`src/hw/rtl/asmap_pkg.sv`:
```
// Shared constants for the affine span texture mapper: field widths,
// stream bit offsets, register indexes and reset values.
// No dependencies.
`timescale 1ns / 1ps

package asmap_pkg;

  // Screen coordinate width; texture and row fields are one bit narrower.
  localparam int COORD_W  = 12;
  localparam int TEX_W    = COORD_W - 1;
  // A span holds up to 2^COORD_W pixels.
  localparam int SPAN_W   = COORD_W + 1;
  // Signed u step, magnitude up to 2^(COORD_W-1) + 1.
  localparam int USTEP_W  = COORD_W + 2;
  localparam int ADDR_W   = 32;
  localparam int REG_W    = 12;
  localparam int MUL_W    = COORD_W + REG_W;
  localparam int DIV_CNT_W = $clog2(COORD_W);

  // Input tdata layout, lowest field first.
  localparam int LX_LO     = 0;
  localparam int LU_LO     = LX_LO + COORD_W;
  localparam int LV_LO     = LU_LO + TEX_W;
  localparam int RX_LO     = LV_LO + TEX_W;
  localparam int RU_LO     = RX_LO + COORD_W;
  localparam int RV_LO     = RU_LO + TEX_W;
  localparam int RY_LO     = RV_LO + TEX_W;
  localparam int FIELDS_W  = RY_LO + TEX_W;
  localparam int IN_DATA_W = ((FIELDS_W + 7) / 8) * 8;

  localparam int OUT_DATA_W = 2 * ADDR_W;

  // Configuration port.
  localparam int CFG_IDX_W  = 8;
  localparam int CFG_DATA_W = 32;
  localparam logic [CFG_IDX_W-1:0] CFG_TEXTURE_STRIDE = CFG_IDX_W'(0);
  localparam logic [CFG_IDX_W-1:0] CFG_CANVAS_WIDTH   = CFG_IDX_W'(1);
  localparam logic [CFG_IDX_W-1:0] CFG_TEXTURE_BASE   = CFG_IDX_W'(2);
  localparam logic [CFG_IDX_W-1:0] CFG_CANVAS_BASE    = CFG_IDX_W'(3);

  localparam logic [REG_W-1:0] STRIDE_RST = REG_W'(320);
  localparam logic [REG_W-1:0] WIDTH_RST  = REG_W'(320);

  // Item kinds carried on in_tuser.
  localparam logic FUNC_LOAD = 1'b0;
  localparam logic FUNC_STEP = 1'b1;

endpackage

```
`src/hw/rtl/affine_span_texture_mapper_top.sv`:
```
// Affine span texture mapper: row setup sequencer with a shared multiplier
// and a radix-2 divider, plus the per-pixel address stepper.
// Depends on asmap_pkg.
`timescale 1ns / 1ps

// Step beats: one per cycle while idle and the result register is empty or
// being taken; the result beat is registered and shows in the cycle after
// acceptance, and a new step is taken while it is being taken. A load beat
// with a positive span keeps the block busy for three passes through the
// shared multiplier and bit-per-cycle divider runs for u and v; no result beat.
// Reset (rst_n low, synchronous) idles the block, drops any span and any
// pending result, and restores the configuration registers to defaults.
module affine_span_texture_mapper_top (
  input  logic                                clk,
  input  logic                                rst_n,
  // Input stream.
  input  logic                                in_tvalid,
  output logic                                in_tready,
  // tdata from bit 0: left_x, left_u, left_v, right_x, right_u, right_v,
  // row_y, zero padding.
  input  logic [asmap_pkg::IN_DATA_W-1:0]     in_tdata,
  // tuser: func.
  input  logic                                in_tuser,
  // Result stream.
  output logic                                out_tvalid,
  input  logic                                out_tready,
  // tdata from bit 0: src_address, dst_address.
  output logic [asmap_pkg::OUT_DATA_W-1:0]    out_tdata,
  output logic                                out_tlast,
  // Configuration writes.
  input  logic                                cfg_valid,
  output logic                                cfg_ready,
  input  logic [asmap_pkg::CFG_IDX_W-1:0]     cfg_index,
  input  logic [asmap_pkg::CFG_DATA_W-1:0]    cfg_data
);

  typedef enum logic [6:0] {
    ST_IDLE    = 7'b0000001,
    ST_MUL_DST = 7'b0000010,
    ST_MUL_SRC = 7'b0000100,
    ST_DIV_U   = 7'b0001000,
    ST_DIV_V   = 7'b0010000,
    ST_MUL_V   = 7'b0100000,
    ST_FINISH  = 7'b1000000
  } state_t;

  localparam int CW  = asmap_pkg::COORD_W;
  localparam int TW  = asmap_pkg::TEX_W;
  localparam int SW  = asmap_pkg::SPAN_W;
  localparam int UW  = asmap_pkg::USTEP_W;
  localparam int AW  = asmap_pkg::ADDR_W;
  localparam int RW  = asmap_pkg::REG_W;
  localparam int MW  = asmap_pkg::MUL_W;
  localparam int DCW = asmap_pkg::DIV_CNT_W;

  state_t state_r, state_nxt;

  // Configuration registers.
  logic [RW-1:0] texture_stride_r;
  logic [RW-1:0] canvas_width_r;
  logic [AW-1:0] texture_base_r;
  logic [AW-1:0] canvas_base_r;

  // Latched load fields.
  logic signed [CW-1:0] lx_r;
  logic [TW-1:0]        lu_r, lv_r, ru_r, rv_r, ry_r;

  // Span and step state.
  logic          span_active_r;
  logic [SW-1:0] pixels_left_r;
  logic [SW-1:0] span_length_r;
  logic [AW-1:0] src_pointer_r, dst_pointer_r;
  logic [SW-1:0] u_acc_r, v_acc_r;
  logic [SW-1:0] u_frac_r, v_frac_r;
  logic [UW-1:0] u_whole_r, u_round_r;
  logic [AW-1:0] v_whole_r, v_round_r;

  // Shared multiplier and divider.
  logic [MW-1:0]  prod_r;
  logic [CW-1:0]  mul_a;
  logic [RW-1:0]  mul_b;
  logic [MW-1:0]  mul_p;
  logic [CW-1:0]  div_dvd_r;
  logic [SW-1:0]  div_rem_r;
  logic [DCW-1:0] div_cnt_r;
  logic [SW:0]    div_trial;
  logic           div_ge;
  logic [SW-1:0]  div_rem_nxt;
  logic [CW-1:0]  div_dvd_nxt;
  logic           div_last;

  // Output register.
  logic          out_tvalid_r;
  logic [AW-1:0] out_src_r, out_dst_r;
  logic          out_last_r;

  // Input decode.
  logic                   in_accept, load_accept, step_accept;
  logic signed [CW-1:0]   in_lx, in_rx;
  logic signed [CW+1:0]   span_calc;
  logic                   span_pos;

  // Axis deltas and divider operands.
  logic signed [CW-1:0] du, dv;
  logic                 du_zero, du_neg, dv_zero, dv_neg;
  logic [CW-1:0]        nu, nv;
  logic [UW-1:0]        q_ext;
  logic [AW-1:0]        v_whole_val, stride_ext;

  // Step datapath.
  logic [SW:0]   u_sum, v_sum;
  logic          u_wrap, v_wrap;
  logic [SW-1:0] u_acc_nxt, v_acc_nxt;
  logic [UW-1:0] u_add;
  logic [AW-1:0] v_add, src_nxt;

  // Handshakes.
  assign in_tready   = (state_r == ST_IDLE) && (!out_tvalid_r || out_tready);
  assign in_accept   = in_tvalid && in_tready;
  assign load_accept = in_accept && (in_tuser == asmap_pkg::FUNC_LOAD);
  assign step_accept = in_accept && (in_tuser == asmap_pkg::FUNC_STEP) && span_active_r;
  assign cfg_ready   = 1'b1;

  assign out_tvalid = out_tvalid_r;
  assign out_tdata  = {out_dst_r, out_src_r};
  assign out_tlast  = out_last_r;

  // Span of the incoming row, right edge inclusive.
  assign in_lx     = in_tdata[asmap_pkg::LX_LO +: CW];
  assign in_rx     = in_tdata[asmap_pkg::RX_LO +: CW];
  assign span_calc = (CW+2)'(in_rx) - (CW+2)'(in_lx) + (CW+2)'(1);
  assign span_pos  = !span_calc[CW+1] && (span_calc != '0);

  // Deltas and Bresenham numerators |d| + 1.
  assign du      = $signed({1'b0, ru_r}) - $signed({1'b0, lu_r});
  assign dv      = $signed({1'b0, rv_r}) - $signed({1'b0, lv_r});
  assign du_zero = (du == '0);
  assign dv_zero = (dv == '0);
  assign du_neg  = du[CW-1];
  assign dv_neg  = dv[CW-1];
  assign nu      = (du_neg ? -du : du) + CW'(1);
  assign nv      = (dv_neg ? -dv : dv) + CW'(1);

  // Shared multiplier operand selection.
  always_comb begin
    unique case (state_r)
      ST_MUL_DST: begin
        mul_a = {1'b0, ry_r};
        mul_b = canvas_width_r;
      end
      ST_MUL_SRC: begin
        mul_a = {1'b0, lv_r};
        mul_b = texture_stride_r;
      end
      default: begin
        mul_a = div_dvd_r;
        mul_b = texture_stride_r;
      end
    endcase
  end
  assign mul_p = MW'(mul_a) * MW'(mul_b);

  // One restoring division step per cycle.
  assign div_trial   = {div_rem_r, div_dvd_r[CW-1]};
  assign div_ge      = div_trial >= {1'b0, span_length_r};
  assign div_rem_nxt = div_ge ? SW'(div_trial - {1'b0, span_length_r}) : div_trial[SW-1:0];
  assign div_dvd_nxt = {div_dvd_r[CW-2:0], div_ge};
  assign div_last    = (div_cnt_r == DCW'(CW - 1));
  assign q_ext       = {{(UW-CW){1'b0}}, div_dvd_nxt};

  // Scaled v steps from the registered product.
  assign stride_ext  = {{(AW-RW){1'b0}}, texture_stride_r};
  assign v_whole_val = dv_neg ? (AW'(0) - {{(AW-MW){1'b0}}, prod_r})
                              : {{(AW-MW){1'b0}}, prod_r};

  // Per-pixel accumulator update and source advance.
  assign u_sum     = {1'b0, u_acc_r} + {1'b0, u_frac_r};
  assign v_sum     = {1'b0, v_acc_r} + {1'b0, v_frac_r};
  assign u_wrap    = u_sum >= {1'b0, span_length_r};
  assign v_wrap    = v_sum >= {1'b0, span_length_r};
  assign u_acc_nxt = u_wrap ? SW'(u_sum - {1'b0, span_length_r}) : u_sum[SW-1:0];
  assign v_acc_nxt = v_wrap ? SW'(v_sum - {1'b0, span_length_r}) : v_sum[SW-1:0];
  assign u_add     = u_wrap ? u_round_r : u_whole_r;
  assign v_add     = v_wrap ? v_round_r : v_whole_r;
  assign src_nxt   = src_pointer_r + {{(AW-UW){u_add[UW-1]}}, u_add} + v_add;

  // Row setup sequencer.
  always_comb begin
    state_nxt = state_r;
    unique case (state_r)
      ST_IDLE:    if (load_accept && span_pos) state_nxt = ST_MUL_DST;
      ST_MUL_DST: state_nxt = ST_MUL_SRC;
      ST_MUL_SRC: state_nxt = ST_DIV_U;
      ST_DIV_U:   if (div_last) state_nxt = ST_DIV_V;
      ST_DIV_V:   if (div_last) state_nxt = ST_MUL_V;
      ST_MUL_V:   state_nxt = ST_FINISH;
      ST_FINISH:  state_nxt = ST_IDLE;
      default:    state_nxt = ST_IDLE;
    endcase
  end

  // Control state.
  always_ff @(posedge clk) begin
    if (!rst_n) begin
      state_r       <= ST_IDLE;
      span_active_r <= 1'b0;
      out_tvalid_r  <= 1'b0;
      div_cnt_r     <= '0;
    end else begin
      state_r <= state_nxt;
      if (load_accept) begin
        span_active_r <= 1'b0;
      end else if (state_r == ST_FINISH) begin
        span_active_r <= 1'b1;
      end else if (step_accept && (pixels_left_r == SW'(1))) begin
        span_active_r <= 1'b0;
      end
      if (step_accept) begin
        out_tvalid_r <= 1'b1;
      end else if (out_tready) begin
        out_tvalid_r <= 1'b0;
      end
      if ((state_r == ST_MUL_SRC) || div_last) begin
        div_cnt_r <= '0;
      end else if ((state_r == ST_DIV_U) || (state_r == ST_DIV_V)) begin
        div_cnt_r <= div_cnt_r + DCW'(1);
      end
    end
  end

  // Configuration registers.
  always_ff @(posedge clk) begin
    if (!rst_n) begin
      texture_stride_r <= asmap_pkg::STRIDE_RST;
      canvas_width_r   <= asmap_pkg::WIDTH_RST;
      texture_base_r   <= '0;
      canvas_base_r    <= '0;
    end else if (cfg_valid && cfg_ready) begin
      unique case (cfg_index)
        asmap_pkg::CFG_TEXTURE_STRIDE: texture_stride_r <= cfg_data[RW-1:0];
        asmap_pkg::CFG_CANVAS_WIDTH:   canvas_width_r   <= cfg_data[RW-1:0];
        asmap_pkg::CFG_TEXTURE_BASE:   texture_base_r   <= cfg_data[AW-1:0];
        asmap_pkg::CFG_CANVAS_BASE:    canvas_base_r    <= cfg_data[AW-1:0];
        default: ;
      endcase
    end
  end

  // Load capture, setup datapath and pixel stepping.
  always_ff @(posedge clk) begin
    if (load_accept) begin
      lx_r          <= in_lx;
      lu_r          <= in_tdata[asmap_pkg::LU_LO +: TW];
      lv_r          <= in_tdata[asmap_pkg::LV_LO +: TW];
      ru_r          <= in_tdata[asmap_pkg::RU_LO +: TW];
      rv_r          <= in_tdata[asmap_pkg::RV_LO +: TW];
      ry_r          <= in_tdata[asmap_pkg::RY_LO +: TW];
      span_length_r <= span_calc[SW-1:0];
      pixels_left_r <= span_calc[SW-1:0];
    end else if (step_accept) begin
      pixels_left_r <= pixels_left_r - SW'(1);
    end

    unique case (state_r)
      ST_MUL_DST: begin
        prod_r <= mul_p;
      end
      ST_MUL_SRC: begin
        dst_pointer_r <= canvas_base_r + {{(AW-MW){1'b0}}, prod_r}
                         + {{(AW-CW){lx_r[CW-1]}}, lx_r};
        prod_r        <= mul_p;
        div_dvd_r     <= nu;
        div_rem_r     <= '0;
      end
      ST_DIV_U: begin
        if (div_cnt_r == '0) begin
          src_pointer_r <= texture_base_r + {{(AW-MW){1'b0}}, prod_r}
                           + {{(AW-TW){1'b0}}, lu_r};
        end
        if (div_last) begin
          u_frac_r  <= du_zero ? '0 : div_rem_nxt;
          u_whole_r <= du_zero ? '0 : (du_neg ? -q_ext : q_ext);
          u_round_r <= du_zero ? '0 : (du_neg ? -q_ext - UW'(1) : q_ext + UW'(1));
          div_dvd_r <= nv;
          div_rem_r <= '0;
        end else begin
          div_dvd_r <= div_dvd_nxt;
          div_rem_r <= div_rem_nxt;
        end
      end
      ST_DIV_V: begin
        if (div_last) begin
          v_frac_r <= dv_zero ? '0 : div_rem_nxt;
        end
        div_dvd_r <= div_dvd_nxt;
        div_rem_r <= div_rem_nxt;
      end
      ST_MUL_V: begin
        prod_r <= mul_p;
      end
      ST_FINISH: begin
        v_whole_r <= dv_zero ? '0 : v_whole_val;
        v_round_r <= dv_zero ? '0 : (dv_neg ? v_whole_val - stride_ext
                                            : v_whole_val + stride_ext);
        u_acc_r   <= '0;
        v_acc_r   <= '0;
      end
      default: begin
        if (step_accept) begin
          out_src_r     <= src_pointer_r;
          out_dst_r     <= dst_pointer_r;
          out_last_r    <= (pixels_left_r == SW'(1));
          dst_pointer_r <= dst_pointer_r + AW'(1);
          src_pointer_r <= src_nxt;
          u_acc_r       <= u_acc_nxt;
          v_acc_r       <= v_acc_nxt;
        end
      end
    endcase
  end

`ifndef SYNTHESIS
  // The input side only opens while the sequencer is idle.
  a_ready_idle: assert property (@(posedge clk) disable iff (!rst_n)
    in_tready |-> (state_r == ST_IDLE))
    else $error("input ready outside idle state");

  // A new result beat comes only from an accepted step on an active span.
  a_out_from_step: assert property (@(posedge clk) disable iff (!rst_n)
    (out_tvalid_r && !$past(out_tvalid_r && !out_tready)) |->
      $past(in_tvalid && in_tready && in_tuser == asmap_pkg::FUNC_STEP && span_active_r))
    else $error("result beat without a step");

  // An active span always has pixels left.
  a_active_pixels: assert property (@(posedge clk) disable iff (!rst_n)
    span_active_r |-> (pixels_left_r != '0))
    else $error("active span with no pixels left");

  // The accumulators stay below the span length.
  a_acc_range: assert property (@(posedge clk) disable iff (!rst_n)
    span_active_r |-> ((u_acc_r < span_length_r) && (v_acc_r < span_length_r)))
    else $error("accumulator out of range");

  // The last pixel closes the span.
  a_last_closes: assert property (@(posedge clk) disable iff (!rst_n)
    (step_accept && pixels_left_r == SW'(1)) |=> !span_active_r)
    else $error("span still active after its last pixel");
`endif

endmodule
```
`config.mk`:
```
export PLATFORM = sky130hd
export DESIGN_NAME = affine_span_texture_mapper_top
export DESIGN_NICKNAME = d
export VERILOG_FILES = /design/src/hw/rtl/asmap_pkg.sv /design/src/hw/rtl/affine_span_texture_mapper_top.sv
export SDC_FILE = /design/constraint.sdc
export NUM_CORES = 2
export LEC_CHECK = 0
export BUFFER_PORTS_ARGS = -buffer_cell sky130_fd_sc_hd__buf_4
export CAP_MARGIN = 0
export CORE_MARGIN = 2
export CORE_UTILIZATION = 40
export CTS_CLUSTER_DIAMETER = 60
export DETAILED_ROUTE_END_ITERATION = 16
export PLACE_DENSITY = 0.56
export SLEW_MARGIN = 20
export SYNTH_ARGS = -nofsm -noshare
export SYNTH_HDL_FRONTEND = slang
export SYNTH_SLANG_ARGS = --single-unit
```
`constraint.sdc`:
```
create_clock -name clk -period 11.7 [get_ports clk]
set_input_delay 1.17 -clock clk [delete_from_list [all_inputs] [get_ports clk]]
set_output_delay 1.17 -clock clk [all_outputs]
set_load 0.01 [all_outputs]
```
# Word-level counts from Yosys, hierarchy flattened
# Cells that the tools add are included.
# Widths: inputs -> output; s select.
[classes]
add_sub_neg = 28
multipliers = 1
n_lt_le_gt_ge = 3
eq_ne = 16
mux = 36
bitwise_logic = 7
reduce_logical = 44
[ops]
columns = ["cell", "n"]
rows = [
  ["$mux 32", 6],
  ["$pmux 32 s2", 2],
  ["$mux 13", 8],
  ["$add 32x32->32", 3],
  ["$add 32x24->32", 2],
  ["$mux 12", 5],
  ["$pmux 13 s2", 2],
  ["$ge 14x13->1", 3],
  ["$pmux 7 s6", 1],
  ["$pmux 13 s3", 1],
  ["$sub 13x13->13", 3],
  ["$pmux 12 s3", 1],
  ["$add 32x1->32 const B", 1],
  ["$add 32x11->32", 1],
  ["$add 32x12->32", 1],
  ["$sub 32x12->32", 1],
  ["$add 13x13->14", 2],
  ["$mux 14", 2],
  ["$sub 1x24->25 const A", 1],
  ["$add 12x2->12 const B", 2],
  ["$logic_not 12->1", 2],
  ["$mul 12x12->24", 1],
  ["$neg 12->12", 2],
  ["$pmux 12 s2", 1],
  ["other kinds (38)", 81],
]
[word_totals]
reg_bits = 516
in_bits = 126
out_inout_bits = 68
elab_cells = 168

# Logic depth before layout (Yosys ltp)
[depth]
ltp_word = 9
mapped_depth = 33
mapped_depth_nobuf = 32

# Least setup slack after synthesis
# OpenSTA, ideal clock, no wires.
[synth_timing]
path_kind = "register to register"
start = "register u_acc_r[0]"
end = "register src_pointer_r[28], data pin"
setup_time_ns = 0.268
t_arrival_ns = 8.136
path_slack_ns = 3.296
stages_incl_launch_ff = 29
period_less_slack_ns = 8.404
cell_sequence = "edfxtp_1 ha_1 fa_1 a21o_1 a21oi_1 o21bai_1 a21oi_1 o21bai_1 a21oi_1 xnor2_1 ha_1 or2_2 a2111oi_0 a21oi_1 o21ai_0 nand2_1 a211oi_1 mux2i_1 fa_1 inv_1 ha_1 and3_1 a31o_2 a211oi_1 o211ai_1 o41a_1 a311oi_1 xor2_1 o21ai_0"
[synth_via]
elab_chain_len = 7
[synth_rtl]
columns = ["item", "line_no", "text"]
rows = [
  ["start: declaration", "affine_span_texture_mapper_top.sv:73", "logic [SW-1:0] u_acc_r, v_acc_r;"],
  ["start signal: assignment", "affine_span_texture_mapper_top.sv:315", "u_acc_r <= u_acc_nxt;"],
  ["$add 13x13->14", "affine_span_texture_mapper_top.sv:177", "assign u_sum = {1'b0, u_acc_r} + {1'b0, u_frac_r};"],
  ["$ge 14x13->1", "affine_span_texture_mapper_top.sv:179", "assign u_wrap = u_sum >= {1'b0, span_length_r};"],
  ["$mux 14", "affine_span_texture_mapper_top.sv:183", "assign u_add = u_wrap ? u_round_r : u_whole_r;"],
  ["$add 32x32->32 (2 in series)", "affine_span_texture_mapper_top.sv:185", "assign src_nxt = src_pointer_r + {{(AW-UW){u_add[UW-1]}}, u_add} + v_add;"],
  ["$mux 32", "affine_span_texture_mapper_top.sv:309", "if (step_accept) begin"],
  ["$pmux 32 s2", "affine_span_texture_mapper_top.sv:264", "unique case (state_r)"],
  ["end signal: assignment", "affine_span_texture_mapper_top.sv:277", "src_pointer_r <= texture_base_r + {{(AW-MW){1'b0}}, prod_r}"],
  ["end signal: assignment", "affine_span_texture_mapper_top.sv:314", "src_pointer_r <= src_nxt;"],
  ["end: declaration", "affine_span_texture_mapper_top.sv:72", "logic [AW-1:0] src_pointer_r, dst_pointer_r;"],
]
# No other way between the ends. The select of a mux whose other input is x is not followed.
# A chain may end at the register's enable or synchronous reset.

# Worst setup path in the final report
[layout_timing]
start = "register u_frac_r[0]"
end = "register src_pointer_r[30], data pin"
[layout_via]
elab_chain_len = 7
[layout_rtl]
columns = ["item", "line_no", "text"]
rows = [
  ["start: declaration", "affine_span_texture_mapper_top.sv:74", "logic [SW-1:0] u_frac_r, v_frac_r;"],
  ["start signal: assignment", "affine_span_texture_mapper_top.sv:281", "u_frac_r <= du_zero ? '0 : div_rem_nxt;"],
  ["$add 13x13->14", "affine_span_texture_mapper_top.sv:177", ""],
  ["$ge 14x13->1", "affine_span_texture_mapper_top.sv:179", ""],
  ["$mux 14", "affine_span_texture_mapper_top.sv:183", ""],
  ["$add 32x32->32 (2 in series)", "affine_span_texture_mapper_top.sv:185", ""],
  ["$mux 32", "affine_span_texture_mapper_top.sv:309", ""],
  ["$pmux 32 s2", "affine_span_texture_mapper_top.sv:264", ""],
]
# No other way between the ends. The select of a mux whose other input is x is not followed.

==> flow_summary.json <==
{
  "cts_tree": "built",
  "drtAntennaViolNets": 0,
  "relSlewSlack": 0.259,
  "clockRootBuffer": "clkbuf_16",
  "layout_setup_ws_ps": 3010,
  "crit_end": "src_pointer_r[30]",
  "power_density_nw_per_um2": 115,
  "drive_gt1_frac": 0.0984,
  "cp_common_cell": "a21oi_1",
  "p_leak_nw": 18.3,
  "reg2reg_setup_slack_ps": 3010,
  "drv_slew": 0,
  "gp_congestion": 0.889,
  "worstSetupPathType": "reg -> reg",
  "die_h_um": 317,
  "cts_resized": 0,
  "cpPeakStageDelay_ps": 660,
  "max_freq_mhz": 115,
  "rsz0062_at_grt": "false",
  "syn_avg_cell_area_um2": 9.66,
  "post_cts.repair.setup_buffers": 0,
  "core_area_um2": 96700,
  "cp-startpoint": "u_frac_r[0]",
  "drt-total-wl_um": 109000,
  "synthArstFlopShare": 0,
  "period_needed_ps": 8690,
  "synth_edf_count": 408,
  "areaGrowthSynthToFinish_pct": 13.7,
  "drt-pass1-iter-count": 5,
  "crit_path_end_kind": "register",
  "min-delay-start": "src_pointer_r[15]",
  "synthFlopType": "edfxtp_1",
  "drt_iter0_drc": 2286,
  "worst_slew_pin_slew_ps": 1110,
  "grt_pass1_wl_um": 167000,
  "grt_max_degree": 74,
  "fillers": 9264,
  "yosysWarnings": 0,
  "ctsHoldBuffers": 0,
  "postSynthCellCount": 4048,
  "status": "completed",
  "grt_usage": 0.216,
  "crit_arrival_ps": 9040,
  "final_common_cell": "nand2_1",
  "num_io_pins": 194,
  "hp-class": "reg -> reg",
  "r2r-start": "u_frac_r[0]",
  "dieArea_um2": 100000,
  "setup_tns_ps": 0,
  "io_buffers": 191,
  "post-place-ws_ps": 3010,
  "vias": 29750,
  "finalHoldViolations": 0,
  "antenna_found_initial": 2,
  "post-route-period-util": 0.743,
  "regToRegEndpoint": "src_pointer_r[30]",
  "ys_types": 98,
  "crit_slowest_cell": "a211oi_1",
  "cts_max_level": 3,
  "critPathMaxFanout": 11,
  "wire_per_inst_um": 19.6,
  "peakVddDrop_mv": 0.0979,
  "ys_ff_latch": 509,
  "core.rowCount": 114,
  "yosysSeqAreaShare": 0.365,
  "critPathLaunchType": "register",
  "clockBufferDepth": 3,
  "cts_buffers": 69,
  "mostFrequentLayoutCells": "450 x nand2_1, 408 x edfxtp_1, 391 x inv_1",
  "setup_viol": 0,
  "first_global_vias": 28577,
  "rr_worst_depth": 31,
  "maxCapViolCount": 0,
  "initial_utilization": 0.404,
  "grt_overflow": 0,
  "clock-sinks": 509,
  "viasPerCell": 5.36,
  "synth_area_um2": 39100,
  "insertion_delay_ps": 630,
  "die_w_um": 317,
  "critical_path_required_ps": 12060,
  "synth_nets": 4667,
  "drc_errors": 0,
  "clk_pin_slew_worst_paths_ps": 60,
  "clock_skew_ps": 35.7,
  "final_nets": 4841,
  "post-dp-hpwl_um": 84800
}
-- how the worst min path moves through the flow --
stage,end,cells past startpoint,slack [ps]
global placement,out_src_r[9],0,430
floorplan,out_dst_r[26],0,430
detailed placement,out_src_r[15],0,430
finish,out_src_r[15],0,440
CTS,out_src_r[15],0,440
global route,out_src_r[28],0,450
-- sequential cells by signal (all words and copies together) (netlist names), 14 cells and up --
register	cells
v_whole_r	25
u_round_r	14
prod_r	24
dst_pointer_r	32
src_pointer_r	32
out_src_r	32
v_round_r	32
out_dst_r	32
texture_base_r	32
u_whole_r	14
canvas_base_r	32
-- worst max-delay path, delay by kind of cell, from the launching register on --
family	cells	cell delay (ps)
simple gates	5	790
buf+inv	2	430
fa+ha+maj	5	1600
flops	1	380
compound gates	16	4530
mux	2	520
xor+xnor	1	140
-- metrics by stage --
step	hold WS (ps)	util	power [mW]	area (um2)	instances
after floorplan	426	-	2.68	39100	4048
after global placement	432	0.435	2.91	42000	5427
after detailed placement	432	0.435	2.92	42000	5427
after CTS	445	0.460	5.15	44400	5554
after global routing	454	0.460	5.32	44400	5555
final	444	0.460	5.11	44400	5555
-- power by group --
part / leakage (nW) / switching [mW] / total, mW / internal [mW]
clock: 1.17 / 0.853 / 2.22 / 1.36
combinational: 12.7 / 0.516 / 0.871 / 0.355
sequential: 4.45 / 0.0209 / 2.02 / 2.00
total: 18.3 / 1.39 / 5.11 / 3.72
-- per-layer routing --
| layer | part of all wire | global-route usage |
|---|---|---|
| met5 | 0 | 0 |
| met4 | 0.022 | 0.0569 |
| met3 | 0.056 | 0.0290 |
| met2 | 0.44 | 0.332 |
| met1 | 0.48 | 0.320 |
-- kinds of logic after synthesis --
group                    Yosys count  share of synthesized area
AO/OA/AOI/OAI                    834                      0.142
XOR/XNOR                         301                     0.0676
adder cells (fa/ha/maj)          493                      0.192
buffers and inverters            525                     0.0511
flip-flops                       509                      0.365
multiplexers                     112                     0.0293
other                              1                  0.0000959
AND/OR/NAND/NOR                 1273                      0.152
-- synthesized netlist by cell type (all sizes together) (10+ instances only) --
cell | n | area (um2)
or3 | 26 | 168
inv | 394 | 1480
o41a | 23 | 259
nand4 | 30 | 188
o21bai | 22 | 165
mux2 | 15 | 173
dfxtp | 101 | 2020
o41ai | 11 | 104
a21oi | 191 | 963
nor3 | 78 | 395
nor2b | 50 | 313
nor4 | 27 | 194
nand3b | 13 | 97.6
xor2 | 106 | 936
a221oi | 10 | 87.6
o21a | 32 | 240
a211oi | 24 | 185
mux2i | 97 | 971
or2 | 15 | 93.8
a31oi | 29 | 181
a221o | 11 | 110
ha | 315 | 3940
nand3 | 79 | 395
edfxtp | 408 | 12300
and2 | 35 | 219
nor3b | 12 | 105
o31ai | 27 | 216
buf | 27 | 130
clkbuf | 102 | 383
or4 | 17 | 135
a22oi | 12 | 90.1
a21o | 55 | 413
xnor2 | 195 | 1710
a21boi | 82 | 616
o211ai | 21 | 158
nand2b | 40 | 250
nor2 | 346 | 1310
o21ai | 194 | 971
fa | 178 | 3560
and3 | 34 | 213
o31a | 12 | 105
nand2 | 451 | 1690
-- cell type report --
| class | count | area, um2 | area share |
|---|---|---|---|
| well taps | 1276 | 1600 | 0.0359 |
| diodes | 1 | 2.50 | 0.0000563 |
| clock inverters | 35 | 415 | 0.00935 |
| repair buffers | 232 | 1740 | 0.0392 |
| clock buffers | 92 | 1990 | 0.0447 |
| flip-flops and latches | 509 | 14300 | 0.321 |
| multi-input cells | 3014 | 22900 | 0.516 |
| inverters | 396 | 1490 | 0.0335 |
(Power assumes the default switching activity.)
